## src/rtl/alat_pkg.sv

```systemverilog
// Shared constants, types and helpers of the alarm annunciator table.
package alat_pkg;

  localparam int CHANNELS = 64;
  localparam int ADDR_W   = (CHANNELS > 1) ? $clog2(CHANNELS) : 1;
  localparam int CNT_W    = $clog2(CHANNELS + 1);
  localparam int CHAN_W   = 6;
  localparam int CMP_W    = (CNT_W > CHAN_W) ? CNT_W : CHAN_W;
  localparam int TYPE_W   = 8;
  localparam int NUM_W    = 16;
  localparam int IDENT_W  = TYPE_W + NUM_W;
  localparam int FLAG_W   = 3;
  localparam int CHG_W    = 16;

  localparam logic signed [7:0] FAULT_A = -8'sd1;
  localparam logic signed [7:0] FAULT_B = -8'sd2;
  localparam logic signed [7:0] FAULT_C = -8'sd3;
  localparam logic signed [7:0] FAULT_D = -8'sd12;
  localparam logic signed [7:0] FAULT_E = -8'sd13;

  typedef enum logic [1:0] {
    OP_REGISTER = 2'd0,
    OP_SCAN     = 2'd1,
    OP_COMMAND  = 2'd2
  } op_t;

  typedef enum logic [1:0] {
    CMD_SUPPRESS   = 2'd0,
    CMD_UNSUPPRESS = 2'd1,
    CMD_ACK        = 2'd2
  } cmd_t;

  typedef enum logic [1:0] {
    ALM_NORMAL   = 2'd0,
    ALM_ALARM    = 2'd1,
    ALM_ACK      = 2'd2,
    ALM_RETURNED = 2'd3
  } astate_t;

  typedef enum logic [2:0] {
    STAT_OK      = 3'd0,
    STAT_REFUSED = 3'd1,
    STAT_BAD     = 3'd2,
    STAT_NOMATCH = 3'd3,
    STAT_FULL    = 3'd4
  } stat_t;

  // One port's worth of memory control: a write and a read per cycle.
  typedef struct packed {
    logic              we;
    logic [ADDR_W-1:0] waddr;
    logic              re;
    logic [ADDR_W-1:0] raddr;
  } mem_ctl_t;

  function automatic logic is_fault(input logic signed [7:0] v);
    return v inside {FAULT_A, FAULT_B, FAULT_C, FAULT_D, FAULT_E};
  endfunction

endpackage

```

## src/rtl/alarm_annunciator_table_top.sv

```systemverilog
// Top level of the alarm annunciator table.
//
// Request channel (in_valid / in_stall): one request is taken when in_valid
// is high and in_stall low. op selects register, scan or operator command.
// Result channel (out_valid / out_stall): exactly one result per request,
// held stable in the output register while out_stall is high.
// A register, an unknown op, a scan of an unregistered channel and a command
// on an empty table go straight to S_FINISH; a scan of a registered channel
// passes S_EVAL first, and any other command passes S_SEARCH. In S_FINISH the
// result moves into the output register, and the block can then take the next
// request; a command lookup walks the identity memory one entry a cycle until
// it finds a match or reaches the fill count.
// The state and identity of the channels live in two synchronous RAMs with
// registered read data; the sequencer reads, modifies and writes back.
// Only one request is in flight, so no access to an entry can overlap.
// A finished result may wait in the output register while a new request is
// accepted; the sequencer holds the next result until the register frees.
// Reset (rst, synchronous) empties the table and clears the round flags and
// the change counter. The RAMs are not cleared: entries at or beyond the
// fill count are never read, and registering a channel writes all of it.
module alarm_annunciator_table_top (
  input  logic                        clk,
  input  logic                        rst,
  input  logic                        in_valid,
  output logic                        in_stall,
  input  logic [1:0]                  op,
  input  logic [alat_pkg::CHAN_W-1:0] channel,
  input  logic                        first_of_round,
  input  logic                        last_of_round,
  input  logic signed [7:0]           device_state,
  input  logic [1:0]                  command,
  input  logic [alat_pkg::TYPE_W-1:0] dev_type,
  input  logic [alat_pkg::NUM_W-1:0]  dev_serial,
  output logic                        out_valid,
  input  logic                        out_stall,
  output logic [2:0]                  status,
  output logic [1:0]                  alarm_state,
  output logic                        suppressed,
  output logic                        any_error,
  output logic                        new_error,
  output logic [alat_pkg::CHG_W-1:0]  change_id
);
  import alat_pkg::*;

  mem_ctl_t           id_ctl;
  mem_ctl_t           fl_ctl;
  logic [IDENT_W-1:0] id_wdata;
  logic [IDENT_W-1:0] id_rdata;
  logic [FLAG_W-1:0]  fl_wdata;
  logic [FLAG_W-1:0]  fl_rdata;

  // Identity memory: {type, number} per channel.
  alat_ram #(.WIDTH(IDENT_W)) u_ident_ram (
    .clk   (clk),
    .ctl   (id_ctl),
    .wdata (id_wdata),
    .rdata (id_rdata)
  );

  // Flag memory: {alarm state, suppress} per channel.
  alat_ram #(.WIDTH(FLAG_W)) u_flag_ram (
    .clk   (clk),
    .ctl   (fl_ctl),
    .wdata (fl_wdata),
    .rdata (fl_rdata)
  );

  alat_ctrl u_ctrl (
    .clk            (clk),
    .rst            (rst),
    .in_valid       (in_valid),
    .in_stall       (in_stall),
    .op             (op),
    .channel        (channel),
    .first_of_round (first_of_round),
    .last_of_round  (last_of_round),
    .device_state   (device_state),
    .command        (command),
    .dev_type       (dev_type),
    .dev_serial     (dev_serial),
    .id_ctl         (id_ctl),
    .id_wdata       (id_wdata),
    .id_rdata       (id_rdata),
    .fl_ctl         (fl_ctl),
    .fl_wdata       (fl_wdata),
    .fl_rdata       (fl_rdata),
    .out_valid      (out_valid),
    .out_stall      (out_stall),
    .status         (status),
    .alarm_state    (alarm_state),
    .suppressed     (suppressed),
    .any_error      (any_error),
    .new_error      (new_error),
    .change_id      (change_id)
  );

endmodule

```

## src/rtl/alat_ram.sv

```systemverilog
// Simple dual-port synchronous RAM with registered read data.
module alat_ram #(
  parameter int WIDTH = 8
) (
  input  logic                 clk,
  input  alat_pkg::mem_ctl_t   ctl,
  input  logic [WIDTH-1:0]     wdata,
  output logic [WIDTH-1:0]     rdata
);
  import alat_pkg::*;

  logic [WIDTH-1:0] mem [CHANNELS];

  always_ff @(posedge clk) begin
    if (ctl.we) begin
      mem[ctl.waddr] <= wdata;
    end
    if (ctl.re) begin
      rdata <= mem[ctl.raddr];
    end
  end

endmodule

```

## src/rtl/alat_ctrl.sv

```systemverilog
// Sequencer: takes one request, runs the memory accesses and holds the result.
module alat_ctrl (
  input  logic                            clk,
  input  logic                            rst,
  input  logic                            in_valid,
  output logic                            in_stall,
  input  logic [1:0]                      op,
  input  logic [alat_pkg::CHAN_W-1:0]     channel,
  input  logic                            first_of_round,
  input  logic                            last_of_round,
  input  logic signed [7:0]               device_state,
  input  logic [1:0]                      command,
  input  logic [alat_pkg::TYPE_W-1:0]     dev_type,
  input  logic [alat_pkg::NUM_W-1:0]      dev_serial,
  output alat_pkg::mem_ctl_t              id_ctl,
  output logic [alat_pkg::IDENT_W-1:0]    id_wdata,
  input  logic [alat_pkg::IDENT_W-1:0]    id_rdata,
  output alat_pkg::mem_ctl_t              fl_ctl,
  output logic [alat_pkg::FLAG_W-1:0]     fl_wdata,
  input  logic [alat_pkg::FLAG_W-1:0]     fl_rdata,
  output logic                            out_valid,
  input  logic                            out_stall,
  output logic [2:0]                      status,
  output logic [1:0]                      alarm_state,
  output logic                            suppressed,
  output logic                            any_error,
  output logic                            new_error,
  output logic [alat_pkg::CHG_W-1:0]      change_id
);
  import alat_pkg::*;

  typedef enum logic [3:0] {
    S_IDLE   = 4'b0001,
    S_SEARCH = 4'b0010,
    S_EVAL   = 4'b0100,
    S_FINISH = 4'b1000
  } fsm_t;

  fsm_t              state, state_next;
  logic [CNT_W-1:0]  count, count_next;
  logic              round_fault, round_fault_next;
  logic              round_changed, round_changed_next;
  logic [CHG_W-1:0]  change_count, change_count_next;

  logic [ADDR_W-1:0] idx, idx_next;
  logic              it_last, it_last_next;
  logic              it_fault, it_fault_next;
  logic [1:0]        it_cmd, it_cmd_next;
  logic [TYPE_W-1:0] it_type, it_type_next;
  logic [NUM_W-1:0]  it_num, it_num_next;
  stat_t             res_status, res_status_next;
  astate_t           res_state, res_state_next;
  logic              res_supp, res_supp_next;

  stat_t             out_status;
  astate_t           out_state;
  logic              out_load;
  logic              accept;

  always_comb begin
    astate_t s_cur;
    astate_t s_new;
    logic    sup_new;
    logic    chg;
    logic    rf;
    logic    rc;
    stat_t   st;

    state_next         = state;
    count_next         = count;
    round_fault_next   = round_fault;
    round_changed_next = round_changed;
    change_count_next  = change_count;
    idx_next           = idx;
    it_last_next       = it_last;
    it_fault_next      = it_fault;
    it_cmd_next        = it_cmd;
    it_type_next       = it_type;
    it_num_next        = it_num;
    res_status_next    = res_status;
    res_state_next     = res_state;
    res_supp_next      = res_supp;
    id_ctl             = '0;
    fl_ctl             = '0;
    id_wdata           = {dev_type, dev_serial};
    fl_wdata           = '0;
    out_load           = 1'b0;
    s_cur              = astate_t'(fl_rdata[2:1]);
    s_new              = s_cur;
    sup_new            = fl_rdata[0];
    chg                = 1'b0;
    rf                 = round_fault;
    rc                 = round_changed;
    st                 = STAT_OK;

    in_stall = (state != S_IDLE);
    accept   = in_valid && !in_stall;

    case (state)
      S_IDLE: begin
        if (accept) begin
          state_next = S_FINISH;
          case (op)
            OP_REGISTER: begin
              res_state_next = ALM_NORMAL;
              res_supp_next  = 1'b0;
              if (count == CNT_W'(CHANNELS)) begin
                res_status_next = STAT_FULL;
              end else begin
                // Append at the fill count; a new channel starts normal.
                id_ctl.we       = 1'b1;
                id_ctl.waddr    = count[ADDR_W-1:0];
                fl_ctl.we       = 1'b1;
                fl_ctl.waddr    = count[ADDR_W-1:0];
                fl_wdata        = {ALM_NORMAL, 1'b0};
                count_next      = count + CNT_W'(1);
                res_status_next = STAT_OK;
              end
            end
            OP_SCAN: begin
              rf                 = first_of_round ? 1'b0 : round_fault;
              rc                 = first_of_round ? 1'b0 : round_changed;
              round_fault_next   = rf;
              round_changed_next = rc;
              if (CMP_W'(channel) < CMP_W'(count)) begin
                fl_ctl.re     = 1'b1;
                fl_ctl.raddr  = ADDR_W'(channel);
                idx_next      = ADDR_W'(channel);
                it_last_next  = last_of_round;
                it_fault_next = is_fault(device_state);
                state_next    = S_EVAL;
              end else begin
                res_status_next = STAT_NOMATCH;
                res_state_next  = ALM_NORMAL;
                res_supp_next   = 1'b0;
                if (last_of_round && rc) begin
                  change_count_next = change_count + CHG_W'(1);
                end
              end
            end
            OP_COMMAND: begin
              it_cmd_next  = command;
              it_type_next = dev_type;
              it_num_next  = dev_serial;
              if (count == '0) begin
                res_status_next = STAT_NOMATCH;
                res_state_next  = ALM_NORMAL;
                res_supp_next   = 1'b0;
              end else begin
                // Start the lookup at entry zero in both memories.
                id_ctl.re    = 1'b1;
                id_ctl.raddr = '0;
                fl_ctl.re    = 1'b1;
                fl_ctl.raddr = '0;
                idx_next     = '0;
                state_next   = S_SEARCH;
              end
            end
            default: begin
              res_status_next = STAT_BAD;
              res_state_next  = ALM_NORMAL;
              res_supp_next   = 1'b0;
            end
          endcase
        end
      end

      S_EVAL: begin
        if (it_fault) begin
          if (s_cur == ALM_NORMAL || s_cur == ALM_RETURNED) begin
            s_new = ALM_ALARM;
            chg   = 1'b1;
          end
        end else if (s_cur == ALM_ACK) begin
          s_new = ALM_NORMAL;
          chg   = 1'b1;
        end else if (s_cur == ALM_ALARM) begin
          s_new = ALM_RETURNED;
          chg   = 1'b1;
        end
        fl_ctl.we          = 1'b1;
        fl_ctl.waddr       = idx;
        fl_wdata           = {s_new, fl_rdata[0]};
        rc                 = round_changed | chg;
        round_fault_next   = round_fault | it_fault;
        round_changed_next = rc;
        if (it_last && rc) begin
          change_count_next = change_count + CHG_W'(1);
        end
        res_status_next = STAT_OK;
        res_state_next  = s_new;
        res_supp_next   = fl_rdata[0];
        state_next      = S_FINISH;
      end

      S_SEARCH: begin
        if (id_rdata == {it_type, it_num}) begin
          case (it_cmd)
            CMD_SUPPRESS:   sup_new = 1'b1;
            CMD_UNSUPPRESS: sup_new = 1'b0;
            CMD_ACK: begin
              if (s_cur == ALM_ALARM) begin
                s_new = ALM_ACK;
              end else if (s_cur == ALM_RETURNED) begin
                s_new = ALM_NORMAL;
              end else begin
                st = STAT_REFUSED;
              end
            end
            default: st = STAT_BAD;
          endcase
          if (st == STAT_OK) begin
            fl_ctl.we         = 1'b1;
            fl_ctl.waddr      = idx;
            fl_wdata          = {s_new, sup_new};
            change_count_next = change_count + CHG_W'(1);
          end
          res_status_next = st;
          res_state_next  = s_new;
          res_supp_next   = sup_new;
          state_next      = S_FINISH;
        end else if ((CNT_W'(idx) + CNT_W'(1)) == count) begin
          res_status_next = STAT_NOMATCH;
          res_state_next  = ALM_NORMAL;
          res_supp_next   = 1'b0;
          state_next      = S_FINISH;
        end else begin
          // Advance to the next entry; both memories follow the same address.
          idx_next     = idx + ADDR_W'(1);
          id_ctl.re    = 1'b1;
          id_ctl.raddr = idx + ADDR_W'(1);
          fl_ctl.re    = 1'b1;
          fl_ctl.raddr = idx + ADDR_W'(1);
        end
      end

      S_FINISH: begin
        if (!out_valid || !out_stall) begin
          out_load   = 1'b1;
          state_next = S_IDLE;
        end
      end

      default: state_next = S_IDLE;
    endcase
  end

  always_ff @(posedge clk) begin
    if (rst) begin
      state         <= S_IDLE;
      count         <= '0;
      round_fault   <= 1'b0;
      round_changed <= 1'b0;
      change_count  <= '0;
      out_valid     <= 1'b0;
    end else begin
      state         <= state_next;
      count         <= count_next;
      round_fault   <= round_fault_next;
      round_changed <= round_changed_next;
      change_count  <= change_count_next;
      if (out_load) begin
        out_valid <= 1'b1;
      end else if (out_valid && !out_stall) begin
        out_valid <= 1'b0;
      end
    end
  end

  always_ff @(posedge clk) begin
    idx        <= idx_next;
    it_last    <= it_last_next;
    it_fault   <= it_fault_next;
    it_cmd     <= it_cmd_next;
    it_type    <= it_type_next;
    it_num     <= it_num_next;
    res_status <= res_status_next;
    res_state  <= res_state_next;
    res_supp   <= res_supp_next;
    if (out_load) begin
      out_status <= res_status;
      out_state  <= res_state;
      suppressed <= res_supp;
      any_error  <= round_fault;
      new_error  <= round_changed;
      change_id  <= change_count;
    end
  end

  assign status      = out_status;
  assign alarm_state = out_state;

endmodule

```

## config.mk

```make
export PLATFORM = sky130hd
export DESIGN_NAME = alarm_annunciator_table_top
export DESIGN_NICKNAME = d
export VERILOG_FILES = /design/src/rtl/alat_pkg.sv /design/src/rtl/alarm_annunciator_table_top.sv /design/src/rtl/alat_ram.sv /design/src/rtl/alat_ctrl.sv
export SDC_FILE = /design/constraint.sdc
export NUM_CORES = 2
export LEC_CHECK = 0
export ABC_AREA = 1
export BUFFER_PORTS_ARGS = -buffer_cell sky130_fd_sc_hd__buf_2
export CELL_PAD_IN_SITES_DETAIL_PLACEMENT = 1
export CELL_PAD_IN_SITES_GLOBAL_PLACEMENT = 2
export CORE_ASPECT_RATIO = 0.9
export CORE_MARGIN = 2
export CORE_UTILIZATION = 45
export CTS_BUF_LIST = sky130_fd_sc_hd__clkbuf_16
export CTS_CLUSTER_DIAMETER = 80
export DETAILED_ROUTE_END_ITERATION = 16
export PLACE_DENSITY_LB_ADDON = 0.1
export SLEW_MARGIN = 20
export SYNTH_ARGS = -nofsm -noshare
export SYNTH_HDL_FRONTEND = slang
export SYNTH_HIERARCHICAL = 1
export SYNTH_SLANG_ARGS = --single-unit
```

## constraint.sdc

```tcl
create_clock -name clk -period 10.6 [get_ports clk]
set_clock_uncertainty 0.2 [all_clocks]
set_input_delay 0.53 -clock clk [delete_from_list [all_inputs] [get_ports clk]]
set_output_delay 0.53 -clock clk [all_outputs]
set_load 0.005 [all_outputs]
```

==> reports/results.env <==
RUN_STATUS='finished clean'
VIASPERCELL=5.71
CRIT_TYPE='reg -> reg'
CLOCK_TREE_FROM_TRITONCTS='yes'
DRT.ANTENNA.VIOLATING_NETS=0
CELLPOWERDENSITY_nW_PER_UM2=173
MINIMUM_CLOCK_PERIOD_AFTER_LAYOUT_PS=6120
GLOBALROUTEMET2UTIL=0.443
HOLD-PATH-ENDPOINT='u_ident_ram/mem[48][3]'
DETAILEDPLACEMENTHPWL_MM=128
CTSLONGESTPATHBUFFERS=3
UNREPAIRED_SETUP_ENDPOINTS_AFTER_GLOBAL_ROUTING='no'
FINALMAXSLEWVIOLATIONS=0
STARTPOINT_TYPE='register'
GRT_USE_MET3=0.0369
POWER.INTERNAL_mW=11.6
SWITCHING_POWER_mW=3.08
REGISTER_BIT_COUNT_REPORTED_BY_YOSYS=1849
FIRST_ITER_VIOLATIONS=4684
SETUP_VIOLATIONS=0
REG2REG_FROM='u_ctrl/idx[0]'
DR_TOTAL_VIAS=51900
PORT_BUFFERS=73
LAYOUT_COMMON_CELLS='2,363 x sky130_fd_sc_hd__nand2_1, 1,819 x sky130_fd_sc_hd__edfxtp_1, 1,517 x sky130_fd_sc_hd__nand3_1'
POST-CTS-SETUP-BUFFER-COUNT=0
GRT_MOST_USED_LAYER='met2'
CTS.HTREE.LEVELS=4
LAYOUT_COMMONEST_CELL='sky130_fd_sc_hd__nand2_1'
R2R_SETUP_SLACK_PS=4480
CTS_SINKS=1849
POST_SYNTH_MAIN_AREA_CONTRIBUTORS='sky130_fd_sc_hd__edfxtp_1 71%, sky130_fd_sc_hd__nand2_1 12%, sky130_fd_sc_hd__nand3_1 9.9%'
WORST_SLEW_PIN_TRAN_PS=1180
LARGEST_NET_DEGREE_AT_THE_START_OF_GLOBAL_ROUTING=169
CLOCK_BUFFER_COUNT_FROM_CTS=194
FP.DIEH_UM=396
SYNTH_TOP_CELL_BY_AREA='sky130_fd_sc_hd__edfxtp_1'
FILL_CELLS=17600
END_KIND='register'
POST_SYNTH_INSTANCE_AREA_UM2=76700
AVGSYNTHCELLAREA_UM2=11.5
YS_TYPES=39
POST-ROUTE-PERIOD-UTIL=0.577
GRT_PASS1_WL_MM=353
TIMING_HOLD_VIOLATIONS_FINAL=0
CLOCK_TREE_ROOT_BUFFER_CELL='sky130_fd_sc_hd__clkbuf_16'
AREA_DELTA_SYNTH_FINAL_PCT=10.9
IO_PINS=74
FINISH.UTILIZATION=0.503
GRT_ANTENNA_BEFORE_REPAIR=4
CLK_LATENCY_PS=820
FLOORPLAN.CORE_AREA_UM2=169000
CP.ARRIVAL_PS=6580
LAYOUT_NETS=6743
WORST_HOLD_STARTPOINT='dev_serial[3]'
SEQ_AREA_FRAC_SYNTH=0.720
FIN_TNS_SETUP_PS=0
POST_CTS.RESIZED_INSTANCES=0
HOLD_PATH_DEPTH=2
COMBINATIONALPOWERSHARE=0.022
DIE_W_UM=439
CELLLEAKAGEPOWER_nW=30.3
GRT.MET1_USAGE=0.394
ACHIEVABLE-FREQUENCY_GHz=0.164
POSTSYNTHNETCOUNT=6733
CAP_VIOLATIONS=0
DRT-WIRELENGTH-PER-CELL_UM=26.4
POWER.SHARE.SWITCHING=0.210
CLOCK_POWER_SHARE=0.429
HOLD_PATH_CLASS='in -> reg'
PLACEMENT_ROWS=143
R2R.WORST_PATH.CELLS=20
VDD.IR_DROP.WORST_mV=0.134
DIE_AREA_UM2=174000
DRIVE_GT1_FRAC=0.0835
CTS.REPORTEDPATHS.CLKPINSLEW_PS=60
DRT_PASS1_ITERATIONS=6
FIRST_GLOBAL_VIAS=52200
R2R_END='u_ident_ram/rdata[6]'
INITIAL_UTILIZATION=0.454
SYNTH_WARNINGS=6
WORST_EP_REQUIRED_TIME_PS=11070
CRITICAL_PATH_PEAK_FANOUT=155
ROUTED_WL_MM=240
RELSLEWSLACK=0.210
POSTSYNTHCELLCOUNT=6668
GRT.OVERFLOW.TOTAL=0
OVERALL_GLOBAL_ROUTING_RESOURCE_USAGE=0.275
GP_ROUTABILITY_CONGESTION=0.819
REMAINING_DRC_ERRORS=0
SEQ_POWER_SHARE=0.549
NETLIST.AREA_LEADER.SHARE=0.712
## worst max path at each step
| stage | slack [ps] | end | depth (start not counted) | from |
|---|---|---|---|---|
| global route | 4180 | u_ident_ram/rdata[19] | 24 | u_ctrl/idx[0] |
| CTS | 4620 | u_ident_ram/rdata[7] | 20 | u_ctrl/idx[0] |
| global placement | 4670 | u_ident_ram/rdata[19] | 24 | u_ctrl/idx[0] |
| detailed placement | 4650 | u_ident_ram/rdata[7] | 20 | u_ctrl/idx[0] |
| finish | 4480 | u_ident_ram/rdata[6] | 20 | u_ctrl/idx[0] |
| floorplan | 5650 | u_ident_ram/mem[49][0] | 9 | op[0] |
## power by group through the flow
stage          logic [mW]  registers, mW  clock network [mW]
2_1_floorplan       0.168           8.20                   0
3_3_place_gp        0.314           8.21                   0
3_5_place_dp        0.322           8.21                   0
4_1_cts             0.328           8.06                6.40
5_1_grt             0.353           8.06                6.69
6_report            0.326           8.06                6.29
## cell type report
class / count / area, um2 / share of cell area
flip-flops and latches: 1849 / 55200 / 0.649
clock inverters: 153 / 778 / 0.00915
clock buffers: 201 / 5030 / 0.0591
inverters: 130 / 526 / 0.00618
multi-input cells: 4277 / 19000 / 0.223
well taps: 2247 / 2810 / 0.0331
repair buffers: 226 / 1690 / 0.0198
diodes: 10 / 25.0 / 0.000294
## worst max-delay path: stages (launching register included)
cell and delay (ps):
sky130_fd_sc_hd__edfxtp_1 610, sky130_fd_sc_hd__ha_1 310, sky130_fd_sc_hd__nand4_1 170, sky130_fd_sc_hd__nand2_1 200, sky130_fd_sc_hd__nand2_1 70, sky130_fd_sc_hd__nand3_1 70, sky130_fd_sc_hd__nor2_1 50, sky130_fd_sc_hd__nand2_1 110
sky130_fd_sc_hd__nand3_1 150, sky130_fd_sc_hd__buf_4 290, sky130_fd_sc_hd__nor2_4 590, sky130_fd_sc_hd__buf_12 480, sky130_fd_sc_hd__buf_4 760, sky130_fd_sc_hd__nand2_1 110, sky130_fd_sc_hd__nand3_1 120, sky130_fd_sc_hd__nand3_1 100
sky130_fd_sc_hd__nand2_1 100, sky130_fd_sc_hd__nand2_1 90, sky130_fd_sc_hd__nand3_1 550, sky130_fd_sc_hd__nand3_1 310, sky130_fd_sc_hd__nand2_1 140
## per-layer routing
layer  up-vias  part of all wire
li1      23300                 -
met1     26700              0.45
met2      1584              0.47
met3       301             0.059
met4         0             0.023
met5         -                 0
## cell usage after synthesis, drive strengths merged
cell type / instances
xnor2: 4
nand4: 35
nor2: 207
or2: 1
a21oi: 29
inv: 127
nand3: 1518
nor3: 26
nand2: 2369
o221ai: 4
a311oi: 1
dfxtp: 30
o21ai: 33
a22oi: 1
clkinv: 3
o21a: 1
xor2: 14
clkbuf: 72
nand3b: 5
nor4: 9
buf: 340
edfxtp: 1819
o22ai: 2
o31ai: 1
ha: 17
## stage by stage
step | setup slack (ps) | total power, mW | cell area (um2) | std cells | hold slack (ps)
floorplan | 5650 | 8.37 | 76700 | 6668 | 200
global placement | 4670 | 8.53 | 79000 | 8712 | 205
detailed placement | 4650 | 8.54 | 79000 | 8712 | 205
CTS | 4620 | 14.8 | 85000 | 9083 | 207
global route | 4180 | 15.1 | 85000 | 9084 | 238
finish | 4480 | 14.7 | 85100 | 9093 | 214
## timing repair
| item | 4_1_cts | 5_1_grt |
|---|---|---|
| hold buffers | 17 | 0 |
| endpoints found under the setup margin | 0 | 0 |
| endpoints found under the hold margin | 32 | 0 |
## state kept, by name, indices dropped and copies added (netlist names), 7 cells and up
signal,count
u_ctrl/change_count,16
u_ctrl/change_id,16
u_ctrl/count,7
u_ctrl/it_num,16
u_ctrl/it_type,8
u_flag_ram/mem,192
u_ident_ram/mem,1536
u_ident_ram/rdata,24
## cells by family (layout without fill, tap and decap cells)
| family | after synthesis | in the layout | share of synthesized area |
|---|---|---|---|
| and+or+nand+nor | 4170 | 4170 | 0.232 |
| adders and majority gates | 17 | 17 | 0.00277 |
| xor gates and xnor gates | 18 | 18 | 0.00205 |
| other | 0 | 10 | 0 |
| buffers and inverters | 542 | 710 | 0.0384 |
| DFF | 1849 | 1849 | 0.720 |
| AOI/OAI and AO/OA | 72 | 72 | 0.00512 |
Power figures use the tool's default switching activity.
